===== config.mk =====
export PLATFORM = sky130hd
export DESIGN_NAME = lattice_coeff_compress_codec
export DESIGN_NICKNAME = d
export VERILOG_FILES = /design/src/sv/lcc_pkg.sv /design/src/sv/lattice_coeff_compress_codec.sv
export SDC_FILE = /design/constraint.sdc
export NUM_CORES = 1
export LEC_CHECK = 0
export CAP_MARGIN = 20
export CORE_AREA = 2 2 197 219
export CTS_BUF_LIST = sky130_fd_sc_hd__clkbuf_16
export CTS_CLUSTER_DIAMETER = 200
export DETAILED_ROUTE_END_ITERATION = 6
export DIE_AREA = 0 0 199 221
export DONT_BUFFER_PORTS = 1
export PLACE_DENSITY_LB_ADDON = 0.25
export SLEW_MARGIN = 25
export SYNTH_ARGS = -nofsm -noshare
export SYNTH_HDL_FRONTEND = slang
export SYNTH_SLANG_ARGS = --single-unit

===== constraint.sdc =====
create_clock -name i_clk -period 15 [get_ports i_clk]
set_input_delay 2.25 -clock i_clk [delete_from_list [all_inputs] [get_ports i_clk]]
set_output_delay 2.25 -clock i_clk [all_outputs]
set_load 0.01 [all_outputs]

===== src/sv/lcc_pkg.sv =====
// shared constants, register indexes and sequencer states for the coefficient codec
`default_nettype none

package lcc_pkg;

    // fixed field widths
    localparam int SAMPLE_W    = 14;
    localparam int VALUE_W     = 13;
    localparam int BYTE_W      = 8;
    localparam int CODE_BITS_W = 4;
    localparam int CFG_IDX_W   = 2;
    localparam int MAX_RESULTS = 3;

    // defaults for the top level parameters
    localparam int DEF_MAX_CODE_BITS = 11;
    localparam int DEF_MODULUS_WIDTH = 13;

    // narrowest code width accepted when unpacking
    localparam int MIN_DECOMP_BITS = 3;

    // register reset values
    localparam logic [CODE_BITS_W-1:0] RST_CODE_BITS = 4'd10;
    localparam int                     RST_MODULUS   = 7681;

    // register indexes on the configuration port
    localparam logic [CFG_IDX_W-1:0] CFG_DIRECTION = 2'd0;
    localparam logic [CFG_IDX_W-1:0] CFG_CODE_BITS = 2'd1;
    localparam logic [CFG_IDX_W-1:0] CFG_MODULUS   = 2'd2;

    // direction codes
    localparam logic DIR_COMPRESS   = 1'b0;
    localparam logic DIR_DECOMPRESS = 1'b1;

    // sequencer states
    typedef enum logic [3:0] {
        S_IDLE,
        S_MOD,
        S_FIX,
        S_DIV,
        S_RADD,
        S_RCMP,
        S_PACK,
        S_CEMIT,
        S_DCHK,
        S_MUL,
        S_MRND,
        S_MOUT
    } t_state;

endpackage

`default_nettype wire


===== src/sv/lattice_coeff_compress_codec.sv =====
// coefficient compress / decompress codec built around one shared add-subtract unit
//
//  channel | direction | handshake                  | payload
//  --------+-----------+----------------------------+-------------------------------
//  input   | in        | i_valid / o_stall          | i_sample, i_final_item
//  output  | out       | o_valid / i_stall          | o_value, o_final_result
//  config  | in        | i_cfg_valid / o_cfg_ready  | i_cfg_index, i_cfg_data
//
// compress: a 14 step modulo reduction, d quotient steps, rounding and packing per
// coefficient, then the complete bytes are emitted.
// decompress: d shift-add multiply steps and a rounding add per code.
// reduction, quotient, rounding and multiply steps use the single add-subtract unit.
// reset is synchronous; it clears the sequencer, the output beat and the bit buffer.
// a stalled output beat holds the sequencer at its next result, but a new input beat
// is taken as soon as the sequencer is idle, even while the last result waits.
`default_nettype none

module lattice_coeff_compress_codec #(
    parameter int MAX_CODE_BITS = lcc_pkg::DEF_MAX_CODE_BITS,
    parameter int MODULUS_WIDTH = lcc_pkg::DEF_MODULUS_WIDTH
) (
    input  logic                                 i_clk,
    input  logic                                 i_rst_n,
    // input beats
    input  logic                                 i_valid,
    output logic                                 o_stall,
    input  logic signed [lcc_pkg::SAMPLE_W-1:0]  i_sample,
    input  logic                                 i_final_item,
    // output beats
    output logic                                 o_valid,
    input  logic                                 i_stall,
    output logic        [lcc_pkg::VALUE_W-1:0]   o_value,
    output logic                                 o_final_result,
    // configuration writes
    input  logic                                 i_cfg_valid,
    output logic                                 o_cfg_ready,
    input  logic        [lcc_pkg::CFG_IDX_W-1:0] i_cfg_index,
    input  logic        [MODULUS_WIDTH-1:0]      i_cfg_data
);
    import lcc_pkg::*;

    localparam int BUF_W    = MAX_CODE_BITS + BYTE_W - 1;
    localparam int CNT_W    = $clog2(BUF_W + 1);
    localparam int D_W      = $clog2(MAX_CODE_BITS + 1);
    localparam int ADD_W    = MAX_CODE_BITS + MODULUS_WIDTH;
    localparam int STEP_MAX = (SAMPLE_W > MAX_CODE_BITS) ? SAMPLE_W : MAX_CODE_BITS;
    localparam int STEP_W   = $clog2(STEP_MAX + 1);
    localparam int NRES_W   = $clog2(MAX_RESULTS + 1);
    localparam int MW       = MODULUS_WIDTH;

    // control registers
    t_state                   r_state, n_state;
    logic                     r_dir, n_dir;
    logic [CODE_BITS_W-1:0]   r_code_bits, n_code_bits;
    logic [MW-1:0]            r_modulus, n_modulus;
    logic [BUF_W-1:0]         r_buf, n_buf;
    logic [CNT_W-1:0]         r_cnt, n_cnt;
    logic                     r_out_valid, n_out_valid;

    // working registers
    logic [STEP_W-1:0]        r_step, n_step;
    logic [NRES_W-1:0]        r_nres, n_nres;
    logic                     r_fin, n_fin;
    logic                     r_neg, n_neg;
    logic [SAMPLE_W-1:0]      r_mag, n_mag;
    logic [MW-1:0]            r_rem, n_rem;
    logic [MAX_CODE_BITS-1:0] r_quo, n_quo;
    logic [MAX_CODE_BITS-1:0] r_mcode, n_mcode;
    logic [ADD_W-1:0]         r_acc, n_acc;
    logic                     r_res_last, n_res_last;
    logic [VALUE_W-1:0]       r_out_value, n_out_value;
    logic                     r_out_final, n_out_final;

    // effective code width
    logic [D_W-1:0] eff_bits;
    always_comb begin
        if (r_code_bits == '0) begin
            eff_bits = D_W'(1);
        end else if (r_code_bits > CODE_BITS_W'(MAX_CODE_BITS)) begin
            eff_bits = D_W'(MAX_CODE_BITS);
        end else begin
            eff_bits = r_code_bits[D_W-1:0];
        end
        if (r_dir == DIR_DECOMPRESS && eff_bits < D_W'(MIN_DECOMP_BITS)) begin
            eff_bits = D_W'(MIN_DECOMP_BITS);
        end
    end

    // low d bits mask
    logic [MAX_CODE_BITS-1:0] code_mask;
    assign code_mask = ~({MAX_CODE_BITS{1'b1}} << eff_bits);

    // shared add-subtract unit, add_ok is the carry out (no borrow on subtract)
    logic [ADD_W-1:0] add_a, add_b;
    logic             add_sub;
    logic [ADD_W:0]   add_sum;
    logic             add_ok;
    assign add_sum = {1'b0, add_a} + {1'b0, (add_sub ? ~add_b : add_b)}
                   + {{ADD_W{1'b0}}, add_sub};
    assign add_ok  = add_sum[ADD_W];

    // long division partial remainders
    logic [MW:0] mod_part, div_part;
    assign mod_part = {r_rem, r_mag[SAMPLE_W-1]};
    assign div_part = {r_rem, 1'b0};

    // operand selection for the shared unit
    always_comb begin
        add_a   = '0;
        add_b   = '0;
        add_sub = 1'b0;
        case (r_state)
            S_MOD: begin
                add_a   = ADD_W'(mod_part);
                add_b   = ADD_W'(r_modulus);
                add_sub = 1'b1;
            end
            S_FIX: begin
                add_a   = ADD_W'(r_modulus);
                add_b   = ADD_W'(r_rem);
                add_sub = 1'b1;
            end
            S_DIV: begin
                add_a   = ADD_W'(div_part);
                add_b   = ADD_W'(r_modulus);
                add_sub = 1'b1;
            end
            S_RADD: begin
                add_a   = ADD_W'(r_rem);
                add_b   = ADD_W'(r_modulus >> 1);
            end
            S_RCMP: begin
                add_a   = r_acc;
                add_b   = ADD_W'(r_modulus);
                add_sub = 1'b1;
            end
            S_MUL: begin
                add_a   = {r_acc[ADD_W-2:0], 1'b0};
                add_b   = r_mcode[MAX_CODE_BITS-1] ? ADD_W'(r_modulus) : '0;
            end
            S_MRND: begin
                add_a   = r_acc;
                add_b   = ADD_W'(1) << (eff_bits - D_W'(1));
            end
            default: begin
                add_a   = '0;
            end
        endcase
    end

    // helper terms for the emit decisions
    logic [SAMPLE_W-1:0]      smp_u;
    logic                     out_free;
    logic                     room;
    logic [NRES_W-1:0]        nres_inc;
    logic [CNT_W-1:0]         cnt_less8, cnt_lessd;
    logic [MAX_CODE_BITS-1:0] dcode;
    logic [D_W-1:0]           align_sh;
    logic                     more_c, more_d;

    assign smp_u     = i_sample;
    assign out_free  = !r_out_valid || !i_stall;
    assign room      = r_nres < NRES_W'(MAX_RESULTS);
    assign nres_inc  = r_nres + NRES_W'(1);
    assign cnt_less8 = r_cnt - CNT_W'(BYTE_W);
    assign cnt_lessd = r_cnt - CNT_W'(eff_bits);
    assign dcode     = r_buf[MAX_CODE_BITS-1:0] & code_mask;
    assign align_sh  = D_W'(MAX_CODE_BITS) - eff_bits;
    assign more_c    = (nres_inc < NRES_W'(MAX_RESULTS))
                     && ((cnt_less8 >= CNT_W'(BYTE_W)) || (r_fin && cnt_less8 != '0));
    assign more_d    = (nres_inc < NRES_W'(MAX_RESULTS))
                     && (cnt_lessd >= CNT_W'(eff_bits));

    // sequencer: next state and datapath updates
    always_comb begin
        n_state     = r_state;
        n_dir       = r_dir;
        n_code_bits = r_code_bits;
        n_modulus   = r_modulus;
        n_buf       = r_buf;
        n_cnt       = r_cnt;
        n_out_valid = r_out_valid && i_stall;
        n_step      = r_step;
        n_nres      = r_nres;
        n_fin       = r_fin;
        n_neg       = r_neg;
        n_mag       = r_mag;
        n_rem       = r_rem;
        n_quo       = r_quo;
        n_mcode     = r_mcode;
        n_acc       = r_acc;
        n_res_last  = r_res_last;
        n_out_value = r_out_value;
        n_out_final = r_out_final;

        case (r_state)
            S_IDLE: begin
                if (i_valid) begin
                    n_fin  = i_final_item;
                    n_nres = '0;
                    if (r_dir == DIR_COMPRESS) begin
                        n_neg  = smp_u[SAMPLE_W-1];
                        n_mag  = smp_u[SAMPLE_W-1] ? (~smp_u + SAMPLE_W'(1)) : smp_u;
                        n_rem  = '0;
                        n_quo  = '0;
                        n_step = STEP_W'(SAMPLE_W);
                        n_state = (r_modulus == '0) ? S_PACK : S_MOD;
                    end else begin
                        n_buf   = r_buf | (BUF_W'(smp_u[BYTE_W-1:0]) << r_cnt);
                        n_cnt   = r_cnt + CNT_W'(BYTE_W);
                        n_state = S_DCHK;
                    end
                end
            end
            // magnitude modulo q, one bit a cycle
            S_MOD: begin
                n_rem  = add_ok ? add_sum[MW-1:0] : mod_part[MW-1:0];
                n_mag  = r_mag << 1;
                n_step = r_step - STEP_W'(1);
                if (r_step == STEP_W'(1)) begin
                    n_state = S_FIX;
                end
            end
            // negative input: take q minus the remainder
            S_FIX: begin
                if (r_neg && r_rem != '0) begin
                    n_rem = add_sum[MW-1:0];
                end
                n_step  = STEP_W'(eff_bits);
                n_state = S_DIV;
            end
            // quotient of r * 2^d by q, one bit a cycle
            S_DIV: begin
                n_rem  = add_ok ? add_sum[MW-1:0] : div_part[MW-1:0];
                n_quo  = {r_quo[MAX_CODE_BITS-2:0], add_ok};
                n_step = r_step - STEP_W'(1);
                if (r_step == STEP_W'(1)) begin
                    n_state = S_RADD;
                end
            end
            // remainder plus half q
            S_RADD: begin
                n_acc   = add_sum[ADD_W-1:0];
                n_state = S_RCMP;
            end
            // round up when that reaches q
            S_RCMP: begin
                if (add_ok) begin
                    n_quo = r_quo + MAX_CODE_BITS'(1);
                end
                n_state = S_PACK;
            end
            // append the code to the bit buffer
            S_PACK: begin
                n_buf   = r_buf | (BUF_W'(r_quo & code_mask) << r_cnt);
                n_cnt   = r_cnt + CNT_W'(eff_bits);
                n_state = S_CEMIT;
            end
            // emit complete bytes, then the partial byte on a final item
            S_CEMIT: begin
                if (r_cnt >= CNT_W'(BYTE_W) && room) begin
                    if (out_free) begin
                        n_out_valid = 1'b1;
                        n_out_value = VALUE_W'(r_buf[BYTE_W-1:0]);
                        n_out_final = r_fin && !more_c;
                        n_buf       = r_buf >> BYTE_W;
                        n_cnt       = cnt_less8;
                        n_nres      = nres_inc;
                    end
                end else if (r_fin && r_cnt != '0 && room) begin
                    if (out_free) begin
                        n_out_valid = 1'b1;
                        n_out_value = VALUE_W'(r_buf[BYTE_W-1:0]);
                        n_out_final = 1'b1;
                        n_buf       = '0;
                        n_cnt       = '0;
                        n_state     = S_IDLE;
                    end
                end else begin
                    if (r_fin) begin
                        n_buf = '0;
                        n_cnt = '0;
                    end
                    n_state = S_IDLE;
                end
            end
            // take the next complete code from the buffer
            S_DCHK: begin
                if (r_cnt >= CNT_W'(eff_bits) && room) begin
                    n_mcode    = dcode << align_sh;
                    n_acc      = '0;
                    n_step     = STEP_W'(eff_bits);
                    n_buf      = r_buf >> eff_bits;
                    n_cnt      = cnt_lessd;
                    n_nres     = nres_inc;
                    n_res_last = r_fin && !more_d;
                    n_state    = S_MUL;
                end else begin
                    if (r_fin) begin
                        n_buf = '0;
                        n_cnt = '0;
                    end
                    n_state = S_IDLE;
                end
            end
            // code times q, msb first shift-add
            S_MUL: begin
                n_acc   = add_sum[ADD_W-1:0];
                n_mcode = r_mcode << 1;
                n_step  = r_step - STEP_W'(1);
                if (r_step == STEP_W'(1)) begin
                    n_state = S_MRND;
                end
            end
            // add half an lsb of the code scale
            S_MRND: begin
                n_acc   = add_sum[ADD_W-1:0];
                n_state = S_MOUT;
            end
            // scale down and hand over the coefficient
            S_MOUT: begin
                if (out_free) begin
                    n_out_valid = 1'b1;
                    n_out_value = VALUE_W'(r_acc >> eff_bits);
                    n_out_final = r_res_last;
                    n_state     = S_DCHK;
                end
            end
            default: begin
                n_state = S_IDLE;
            end
        endcase

        // register writes, which also empty the bit buffer
        if (i_cfg_valid && o_cfg_ready) begin
            case (i_cfg_index)
                CFG_DIRECTION: begin
                    n_dir = i_cfg_data[0];
                    n_buf = '0;
                    n_cnt = '0;
                end
                CFG_CODE_BITS: begin
                    n_code_bits = i_cfg_data[CODE_BITS_W-1:0];
                    n_buf       = '0;
                    n_cnt       = '0;
                end
                CFG_MODULUS: begin
                    n_modulus = i_cfg_data;
                    n_buf     = '0;
                    n_cnt     = '0;
                end
                default: begin
                    n_dir = r_dir;
                end
            endcase
        end
    end

    // control state
    always_ff @(posedge i_clk) begin
        if (!i_rst_n) begin
            r_state     <= S_IDLE;
            r_dir       <= DIR_COMPRESS;
            r_code_bits <= RST_CODE_BITS;
            r_modulus   <= MW'(RST_MODULUS);
            r_buf       <= '0;
            r_cnt       <= '0;
            r_out_valid <= 1'b0;
        end else begin
            r_state     <= n_state;
            r_dir       <= n_dir;
            r_code_bits <= n_code_bits;
            r_modulus   <= n_modulus;
            r_buf       <= n_buf;
            r_cnt       <= n_cnt;
            r_out_valid <= n_out_valid;
        end
    end

    // working and payload registers
    always_ff @(posedge i_clk) begin
        r_step      <= n_step;
        r_nres      <= n_nres;
        r_fin       <= n_fin;
        r_neg       <= n_neg;
        r_mag       <= n_mag;
        r_rem       <= n_rem;
        r_quo       <= n_quo;
        r_mcode     <= n_mcode;
        r_acc       <= n_acc;
        r_res_last  <= n_res_last;
        r_out_value <= n_out_value;
        r_out_final <= n_out_final;
    end

    // ports
    assign o_stall        = (r_state != S_IDLE);
    assign o_cfg_ready    = (r_state == S_IDLE);
    assign o_valid        = r_out_valid;
    assign o_value        = r_out_value;
    assign o_final_result = r_out_final;

endmodule

`default_nettype wire


==> results of run 1 <==
==> power by group <==
part | switching [W] | leakage [nW] | internal [W]
clock | 0.000192 | 0.274 | 0.000230
sequential | 0.0000692 | 1.33 | 0.000478
combinational | 0.000377 | 3.30 | 0.000201
==> kinds of logic (layout without fill, tap and decap cells) <==
logic type,count (synthesis),count (layout),synth area share
xor gates and xnor gates,49,49,0.03458
buffers and inverters,159,104,0.05041
and+or+nand+nor,592,592,0.2139
adders and majority gates,49,49,0.05061
AOI/OAI and AO/OA,490,490,0.2588
DFF,142,142,0.3065
muxes,102,102,0.08519
==> critical path, cell delays in order, from the launching register on <==
cell and delay (ns):
dfxtp_2 0.31, buf_4 0.45, inv_1 0.11, nand2_1 0.37, clkinv_1 0.45, ha_1 0.49
nor3_1 0.43, nand2_1 0.16, o21ai_0 0.17, a21oi_1 0.07, mux2i_1 0.15, ha_1 0.40
o2111ai_1 0.16, nand3_1 0.16, a31oi_1 0.20, o21ai_0 0.49, a31oi_1 0.21, o21ai_1 0.17
buf_4 0.28, inv_1 0.12, a221oi_1 0.30, buf_4 0.25
==> per-stage QoR <==
step	util	power (W)	area, um^2	instances	setup WS, ns
after floorplan	-	0.0009449	12410	1583	9.056
after global placement	0.3083	0.001120	12890	2063	9.050
after detailed placement	0.3086	0.001120	12900	2063	8.834
after CTS	0.3220	0.001548	13460	2095	8.833
after global routing	0.3220	0.001635	13460	2095	8.229
final	0.3220	0.001548	13460	2095	8.741
==> layout by cell type (no fill, tap or decap), types with 10 or more instances in the layout <==
master,count
ha_1,47
nor3_1,44
a31oi_1,20
mux2i_1,91
buf_4,24
o211ai_1,21
clkbuf_16,17
a211oi_1,14
a221oi_1,14
nand3_1,48
nand2_1,256
a22oi_1,25
nand4_1,17
dfxtp_1,45
a21oi_1,102
a222oi_1,10
edfxtp_1,96
nand2b_1,17
nor2b_1,10
o21ai_0,125
and2_1,10
a22o_1,12
a21o_1,20
o221ai_1,12
inv_1,40
a21boi_0,15
xnor2_1,29
nor2_1,129
xor2_1,20
o22ai_1,23
==> path summary, 6_finish.rpt <==
path | from | endpoint | cells after the start
hold reg to reg | r_mag[1] | r_mag[2] | 2
hold / removal | r_mag[1] | r_mag[2] | 2
setup reg to reg | r_code_bits[3] | r_quo[5] | 21
setup / recovery | r_code_bits[3] | r_quo[5] | 21
==> flip-flops by register name, summed over array words and instances (netlist names), 2 cells and up <==
name	count
r_quo	11
r_state	4
r_nres	2
r_step	4
o_value	13
r_cnt	5
r_mag	14
r_acc	24
r_modulus	13
r_buf	18
r_mcode	11
r_code_bits	4
r_rem	13
==> cells in the mapped netlist, types with 7 or more instances <==
| library cell | instances |
|---|---|
| clkbuf_1 | 81 |
| a222oi_1 | 10 |
| buf_1 | 13 |
| nor3b_1 | 7 |
| nand3b_1 | 7 |
| nor2b_1 | 10 |
| nand2b_1 | 17 |
| a21o_1 | 20 |
| mux2_2 | 9 |
| nand4_1 | 17 |
| or3_1 | 9 |
| and2_1 | 10 |
| nor4_1 | 9 |
| a22oi_1 | 25 |
| dfxtp_1 | 46 |
| a21oi_1 | 102 |
| xor2_1 | 20 |
| a221oi_1 | 14 |
| buf_2 | 13 |
| inv_1 | 40 |
| o221ai_1 | 12 |
| and3_1 | 9 |
| o211ai_1 | 21 |
| edfxtp_1 | 96 |
| a31oi_1 | 20 |
| a21boi_0 | 15 |
| o21ai_0 | 127 |
| nand3_1 | 48 |
| a22o_1 | 12 |
| nand2_1 | 257 |
| a211oi_1 | 15 |
| nor2_1 | 133 |
| xnor2_1 | 29 |
| o22ai_1 | 23 |
| mux2i_1 | 91 |
| ha_1 | 47 |
| o31ai_1 | 9 |
| nor3_1 | 47 |
==> layout make-up <==
| cell class | count | area, um^2 | share of cell area |
|---|---|---|---|
| inverters | 48 | 180.2 | 0.01338 |
| well taps | 567 | 709.4 | 0.05270 |
| repair buffers | 24 | 180.2 | 0.01338 |
| flip-flops and latches | 142 | 3805 | 0.2826 |
| clock inverters | 15 | 135.1 | 0.01004 |
| multi-input cells | 1282 | 8028 | 0.5963 |
| clock buffers | 17 | 425.4 | 0.03160 |
==> routing by layer <==
| layer | wire length, um | track usage | up-vias |
|---|---|---|---|
| met4 | 1927 | 0.09316 | 0 |
| li1 | - | - | 5747 |
| met1 | 18980 | 0.2554 | 5893 |
| met2 | 22320 | 0.3511 | 483 |
| met5 | 0 | 0 | - |
| met3 | 2491 | 0.03490 | 118 |
==> results.cfg, run 1 <==
[pwr]
leakage_nw = 4.900
ir_worst_vdd_uv = 60.66
powerDensity_mw_per_mm2 = 115.0

[floorplan]
core_area_mm2 = 0.04181
start_util = 0.2968
io_pins = 52
row_count = 79
die_x_um = 199
die_area_mm2 = 0.04398
fp.dieH_um = 221

[outcome]
status = complete, but fails checks
failed_checks = design-rule violations

[layout]
drive_gt1_frac = 0.06086
diodes = 0
nNetsFinal = 1599
area_growth_pct = 8.479
fill_cells = 4473

[global_routing]
antenna_found_initial = 0
grt_max_degree = 53
grt_pass1_wl_um = 70260
grt_use_total = 0.2070
grt_overflow = 0
first_global_vias = 11800

[sta]
tightest_slew_ns = 0.9859
setup_violations = 0
period_needed_ns = 6.259
timing.final.crit_share = 0.4173
fmax_mhz = 159.8
max_slew_margin = 0.3377
timing.setup.tns_ns = 0
slew_viol_final = 0
skew_ns = 0.01078
holdWs_ns = 0.5239
grt_setup_unrepaired = false
hold_violations = 0

[route]
dr_total_vias = 12240
final_antenna_net_count = 0
drtIter0Drc = 1194
drtPass1Iterations = 7
drc_errors = 4
vias_per_cell = 5.843
routed_wl_um = 45720
avgRoutedWirePerCell_um = 21.82

[placement]
hpwl_um = 33730
gp_congestion = 0.9345
port_buffers = 0

[clocking]
clk_path_buf_depth = 2
cts-htree-levels = 4
numCtsBuffers = 17
cts.clk_slew.worst_paths_ns = 0.07
cts_tree = built
cts_resized = 0
cts_root_buffer = clkbuf_16
clk_latency_ns = 0.45
hold_buffers = 0
post_cts_buffers = 0
cts_sinks = 142

[yosys]
async_flop_share = 0
synth.distinct_cells = 80
postSynthCellCount = 1583
yosysWarnings = 0
syn_nets = 1667
synth_area_mm2 = 0.01241
yosys.area.top_type = edfxtp_1
synth_top_area_frac = 0.2323
synth_edf_count = 96
synth.avg_cell_area_um2 = 7.840
ys.flop_type = edfxtp_1
synthTopCellsByArea = edfxtp_1 (23%), nand2_1 (7.8%), dfxtp_1 (7.4%), mux2i_1 (7.3%), o21ai_0 (5.1%)
ys_ff_latch = 142
synth-seq-area-share = 0.3065

[worst_setup_path]
cp.arrival_ns = 6.42
r2r_slack_ns = 8.74
crit_fanout = 52
crit_path_end_kind = register
critPathKind = register to register
startpoint_type = register
worstPathRequired_ns = 15.16

[job]
drv_cap = 0

[hold_path]
hold_path.class = register to register
Power figures use the tool's default switching activity.
==> inputs of run 2 (changes only) <==
clock period = 6 ns   (was 15 ns; I/O delays follow)
==> run 2 against run 1 <==
Compared with the run above:
- critical endpoint is now r_rem[1]
- highest routed layer unchanged
- count of clock-buffer cells in the layout grew 3
- sequential power rose by 150%
- the run now ends clean
- wire length increased by 0.91%
- final cell count increased by 0.81%
- global-route usage rose by 0.34 points
- critical path type unchanged
- hold slack improved by 0.0021 ns
==> results.cfg, run 2 (synthesized netlist as in run 1, its figures left out) <==
[route]
avgRoutedWirePerCell_um = 21.84
dr_total_vias = 12150
final_antenna_net_count = 0
vias_per_cell = 5.750
routed_wl_um = 46130
drc_errors = 0
drtPass1Iterations = 6
drtIter0Drc = 1188

[pwr]
pwr-share-comb = 0.377
ir_worst_vdd_uv = 195.6
p_seq_frac = 0.348
power_frac_clock = 0.276
leakage_nw = 5.009
p_total_w = 0.003903
swShare = 0.4067
switchingPower_w = 0.001588
p_int_w = 0.002316
powerDensity_mw_per_mm2 = 286.8

[layout]
layout_commonest_cell = nand2_1
largest-register = r_acc
largest_reg_flops = 24
nNetsFinal = 1616
top_regs = r_acc: 24 flops, r_buf: 18 flops, r_mag: 14 flops
final_cell_mix = nand2_1 (256), nor2_1 (129), o21ai_0 (126), a21oi_1 (102), edfxtp_1 (96)
drive_gt1_frac = 0.07184
diodes = 0
area_growth_pct = 9.669
fill_cells = 4475

[placement]
port_buffers = 0
gp_congestion = 0.9690
place_ws_ns = 0.5955
hpwl_um = 34520

[clocking]
cts_sinks = 142
hold_buffers = 0
clk_path_buf_depth = 2
clk_latency_ns = 0.45
cts_root_buffer = clkbuf_16
numCtsBuffers = 17
post_cts_buffers = 0
cts.clk_slew.worst_paths_ns = 0.07
cts_resized = 0
cts-htree-levels = 4
cts_tree = built

[sta]
hold_violations = 0
period_needed_ns = 5.499
tightest_slew_ns = 0.9206
timing.setup.tns_ns = 0
grt_setup_unrepaired = false
setup_ws_ns = 0.5015
setup_violations = 0
slew_viol_final = 0
fmax_mhz = 181.9
max_slew_margin = 0.3854
skew_ns = 0.01849
holdWs_ns = 0.5260
timing.final.crit_share = 0.9164

[worst_setup_path]
slowest_stage = dfxtp_2
startpoint_type = register
crit_path_end_kind = register
cp.arrival_ns = 5.67
r2r_slack_ns = 0.50
crit_top_cell = a21oi_1
critPathKind = register to register
path_cells = xnor2_1 > or3_1 > ha_1 > nor3_1 > nand2_1 > o21ai_0 > a21oi_1 > mux2i_1 > ha_1 > a21oi_1 > nand3_1 > a31oi_1 > o21ai_0 > buf_4 > a31oi_1 > o21ai_1 > buf_4 > a21oi_1 > o22ai_1
crit_buf_inv = 2
cp_slowest_stage_delay_ns = 0.57
crit_fanout = 21
worstPathRequired_ns = 6.17
crit_family = compound AO/OA/AOI/OAI gates

[job]
drv_cap = 0

[floorplan]
io_pins = 52
start_util = 0.2968
core_area_mm2 = 0.04181
die_area_mm2 = 0.04398
fp.dieH_um = 221
die_x_um = 199
row_count = 79

[global_routing]
first_global_vias = 11790
grt_overflow = 0
grt_pass1_wl_um = 71080
grt_use_total = 0.2104
grt_max_degree = 44
antenna_found_initial = 0

[outcome]
status = completed

[hold_path]
hold_path.class = register to register
## run 2: layer usage
layer | vias up | share of wire | track usage | routed length [um]
met2 | 423 | 0.48 | 0.3525 | 22210
met4 | 0 | 0.045 | 0.09966 | 2081
met5 | - | 0 | 0 | 0
met3 | 106 | 0.053 | 0.03536 | 2453
met1 | 5847 | 0.42 | 0.2612 | 19390
li1 | 5769 | - | - | -
## run 2: power groups by stage
stage | sequential, W | clock (W) | combinational (W)
floorplan | 0.00129 | 0 | 0.00108
global placement | 0.00137 | 0 | 0.00145
detailed placement | 0.00137 | 0 | 0.00145
CTS | 0.00135 | 0.00110 | 0.00146
global route | 0.00137 | 0.00113 | 0.00162
finish | 0.00136 | 0.00108 | 0.00147
## run 2: path summary, 6_finish.rpt
kind | startpoint | to | cells past startpoint
setup / recovery | r_code_bits[3] | r_rem[1] | 19
hold / removal | r_mag[2] | r_mag[3] | 2
setup reg to reg | r_code_bits[3] | r_rem[1] | 19
hold reg to reg | r_mag[2] | r_mag[3] | 2
## run 2: final cells by class
type | count | area, um^2 | share of cell area
clock buffer | 20 | 500.5 | 0.03677
clock inverter | 12 | 80.08 | 0.005883
inverter | 48 | 180.2 | 0.01324
multi-input combinational | 1282 | 8028 | 0.5898
sequential | 142 | 3805 | 0.2796
tap | 567 | 709.4 | 0.05212
timing repair buffer | 41 | 307.8 | 0.02261
## run 2: per-stage QoR
stage | util | cells | cell area (um^2)
2_1_floorplan | - | 1583 | 12410
3_3_place_gp | 0.3113 | 2080 | 13020
3_5_place_dp | 0.3115 | 2080 | 13020
4_1_cts | 0.3254 | 2112 | 13600
5_1_grt | 0.3255 | 2112 | 13610
6_report | 0.3255 | 2112 | 13610
## run 2: tightest hold or removal path: stages (launching register included)
cell      delay (ns)
edfxtp_1        0.32
nand2_1         0.04
o21ai_0         0.06
==> inputs of run 3 (changes only) <==
PLACE_DENSITY = 0.47   (was not set)
PLACE_DENSITY_LB_ADDON = not set   (was 0.25)
==> run 3 against run 2 <==
Compared with the run above:
- final area is essentially flat
- sequential power is essentially flat
- hold slack lost 0.044 ns
- via count grew 0.83%
- utilization is essentially flat
- non-clock buffer count grew 4
- die area is the same
- fmax grew 0.10%
- wire length grew 4.2%
- highest routed layer unchanged
- largest power group unchanged
- register-to-register slack is essentially flat
==> results.cfg, run 3 (synthesized netlist as in run 1, its figures left out) <==
[outcome]
status = completed

[clocking]
cts_sinks = 142
cts_tree = built
numCtsBuffers = 17
hold_buffers = 0
post_cts_buffers = 0
cts.clk_slew.worst_paths_ns = 0.07
clk_path_buf_depth = 2
clk_latency_ns = 0.47
cts_root_buffer = clkbuf_16
cts-htree-levels = 4
cts_resized = 0

[pwr]
p_int_w = 0.002281
switchingPower_w = 0.001617
p_total_w = 0.003897
powerDensity_mw_per_mm2 = 286.4
swShare = 0.4148
pwr-share-comb = 0.381
ir_worst_vdd_uv = 169.2
p_seq_frac = 0.349
power_frac_clock = 0.270
leakage_nw = 5.004

[placement]
dpl_cell_area_mm2 = 0.01305
hpwl_um = 35660
place_ws_ns = 0.6830
port_buffers = 0
gp_congestion = 0.9584

[global_routing]
antenna_found_initial = 0
first_global_vias = 11920
grt_max_degree = 49
grt_use_total = 0.2194
grt_pass1_wl_um = 73170
grt_overflow = 0

[layout]
area_growth_pct = 9.658
fill_cells = 4442
nNetsFinal = 1620
largest_reg_flops = 24
largest-register = r_acc
drive_gt1_frac = 0.07295
top_regs = r_acc: 24 flops, r_buf: 18 flops, r_mag: 14 flops
diodes = 0
design_area_mm2 = 0.01361
layout_commonest_cell = nand2_1
final_cell_mix = nand2_1 (257), nor2_1 (130), o21ai_0 (126), a21oi_1 (102), edfxtp_1 (96)

[sta]
grt_setup_unrepaired = false
max_slew_margin = 0.3181
fmax_mhz = 182.1
setup_ws_ns = 0.5071
skew_ns = 0.01749
slew_viol_final = 0
period_needed_ns = 5.493
timing.setup.tns_ns = 0
hold_violations = 0
tightest_slew_ns = 1.015
timing.final.crit_share = 0.9155
setup_violations = 0

[worst_setup_path]
crit_path_start = r_code_bits[2]
cp_slowest_stage_delay_ns = 0.50
cp.arrival_ns = 5.69
cp-endpoint = r_rem[1]
worstPathRequired_ns = 6.19
r2r_slack_ns = 0.51
r2r_cells = 19
crit_path_end_kind = register
r2r_end = r_rem[1]
crit_fanout = 20
slowest_stage = dfxtp_1
reg2reg_from = r_code_bits[2]
startpoint_type = register
crit_top_cell = a21oi_1
path_cells = xnor2_1 > or3_1 > ha_1 > nor3_1 > nand2_1 > o21ai_0 > a21oi_1 > mux2i_1 > ha_1 > a21oi_1 > nand3_1 > a31oi_1 > o21ai_0 > buf_4 > a31oi_1 > o21ai_1 > buf_4 > a21oi_1 > o22ai_1
critPathKind = register to register

[route]
drtPass1Iterations = 6
avgRoutedWirePerCell_um = 22.71
final_antenna_net_count = 0
dr_total_vias = 12250
drtIter0Drc = 1148
drc_errors = 0
vias_per_cell = 5.787
routed_wl_um = 48060

[floorplan]
row_count = 79
die_x_um = 199
core_area_mm2 = 0.04181
fp.dieH_um = 221
start_util = 0.2968
die_area_mm2 = 0.04398
io_pins = 52

[hold_path]
hold_path.class = register to register

[job]
drv_cap = 0
run 3: changes by cell type in the layout (fill, tap and decap cells not counted), moves of 2 or more:
cell,previous run,this run
buf_4,41,45
clkbuf_16,20,17
clkinvlp_4,0,3
inv_4,3,1
run 3: metal layers:
layer / vias up / share of wire / global-route usage
met5: - / 0 / 0
met4: 0 / 0.042 / 0.1030
met3: 89 / 0.049 / 0.03307
met2: 407 / 0.49 / 0.3720
met1: 5966 / 0.42 / 0.2714
li1: 5784 / - / -
run 3: worst min-delay path by stage:
stage	start	end	slack (ns)	cells after the start
5_1_grt	i_rst_n	r_modulus[11]	0.50	1
3_5_place_dp	r_cnt[3]	r_cnt[3]	0.47	2
3_3_place_gp	r_cnt[3]	r_cnt[3]	0.46	2
4_1_cts	r_cnt[3]	r_cnt[3]	0.49	2
2_1_floorplan	r_modulus[0]	r_modulus[0]	0.48	2
6_report	r_cnt[3]	r_cnt[3]	0.48	2
run 3: final cells by class:
cell class | instances | area, um^2 | share of cell area
timing repair buffer | 45 | 337.8 | 0.02482
clock buffer | 17 | 425.4 | 0.03126
inverter | 48 | 180.2 | 0.01324
multi-input combinational | 1282 | 8028 | 0.5899
tap | 567 | 709.4 | 0.05213
clock inverter | 15 | 123.9 | 0.009102
sequential | 142 | 3805 | 0.2796
run 3: power groups by stage:
stage / combinational, W / sequential [W] / clock (W)
final: 0.00149 / 0.00136 / 0.00105
after global routing: 0.00163 / 0.00137 / 0.00111
after CTS: 0.00147 / 0.00135 / 0.00108
after detailed placement: 0.00147 / 0.00137 / 0
after global placement: 0.00147 / 0.00138 / 0
after floorplan: 0.00108 / 0.00129 / 0
run 3: per-stage QoR:
step / utilization / instances / hold slack, ns
finish: 0.3255 / 2116 / 0.4825
global route: 0.3255 / 2116 / 0.5007
CTS: 0.3252 / 2116 / 0.4867
detailed placement: 0.3120 / 2084 / 0.4724
global placement: 0.3120 / 2084 / 0.4564
floorplan: - / 1583 / 0.4773
run 3: critical path, delay by kind of cell, from the launching register on:
family | cells | cell delay (ns)
and+or+nand+nor | 4 | 1.15
adders and majority gates | 2 | 0.75
buffers and inverters | 2 | 0.46
AOI/OAI and AO/OA | 9 | 2.12
DFF | 1 | 0.50
xor gates and xnor gates | 1 | 0.10
muxes | 1 | 0.14
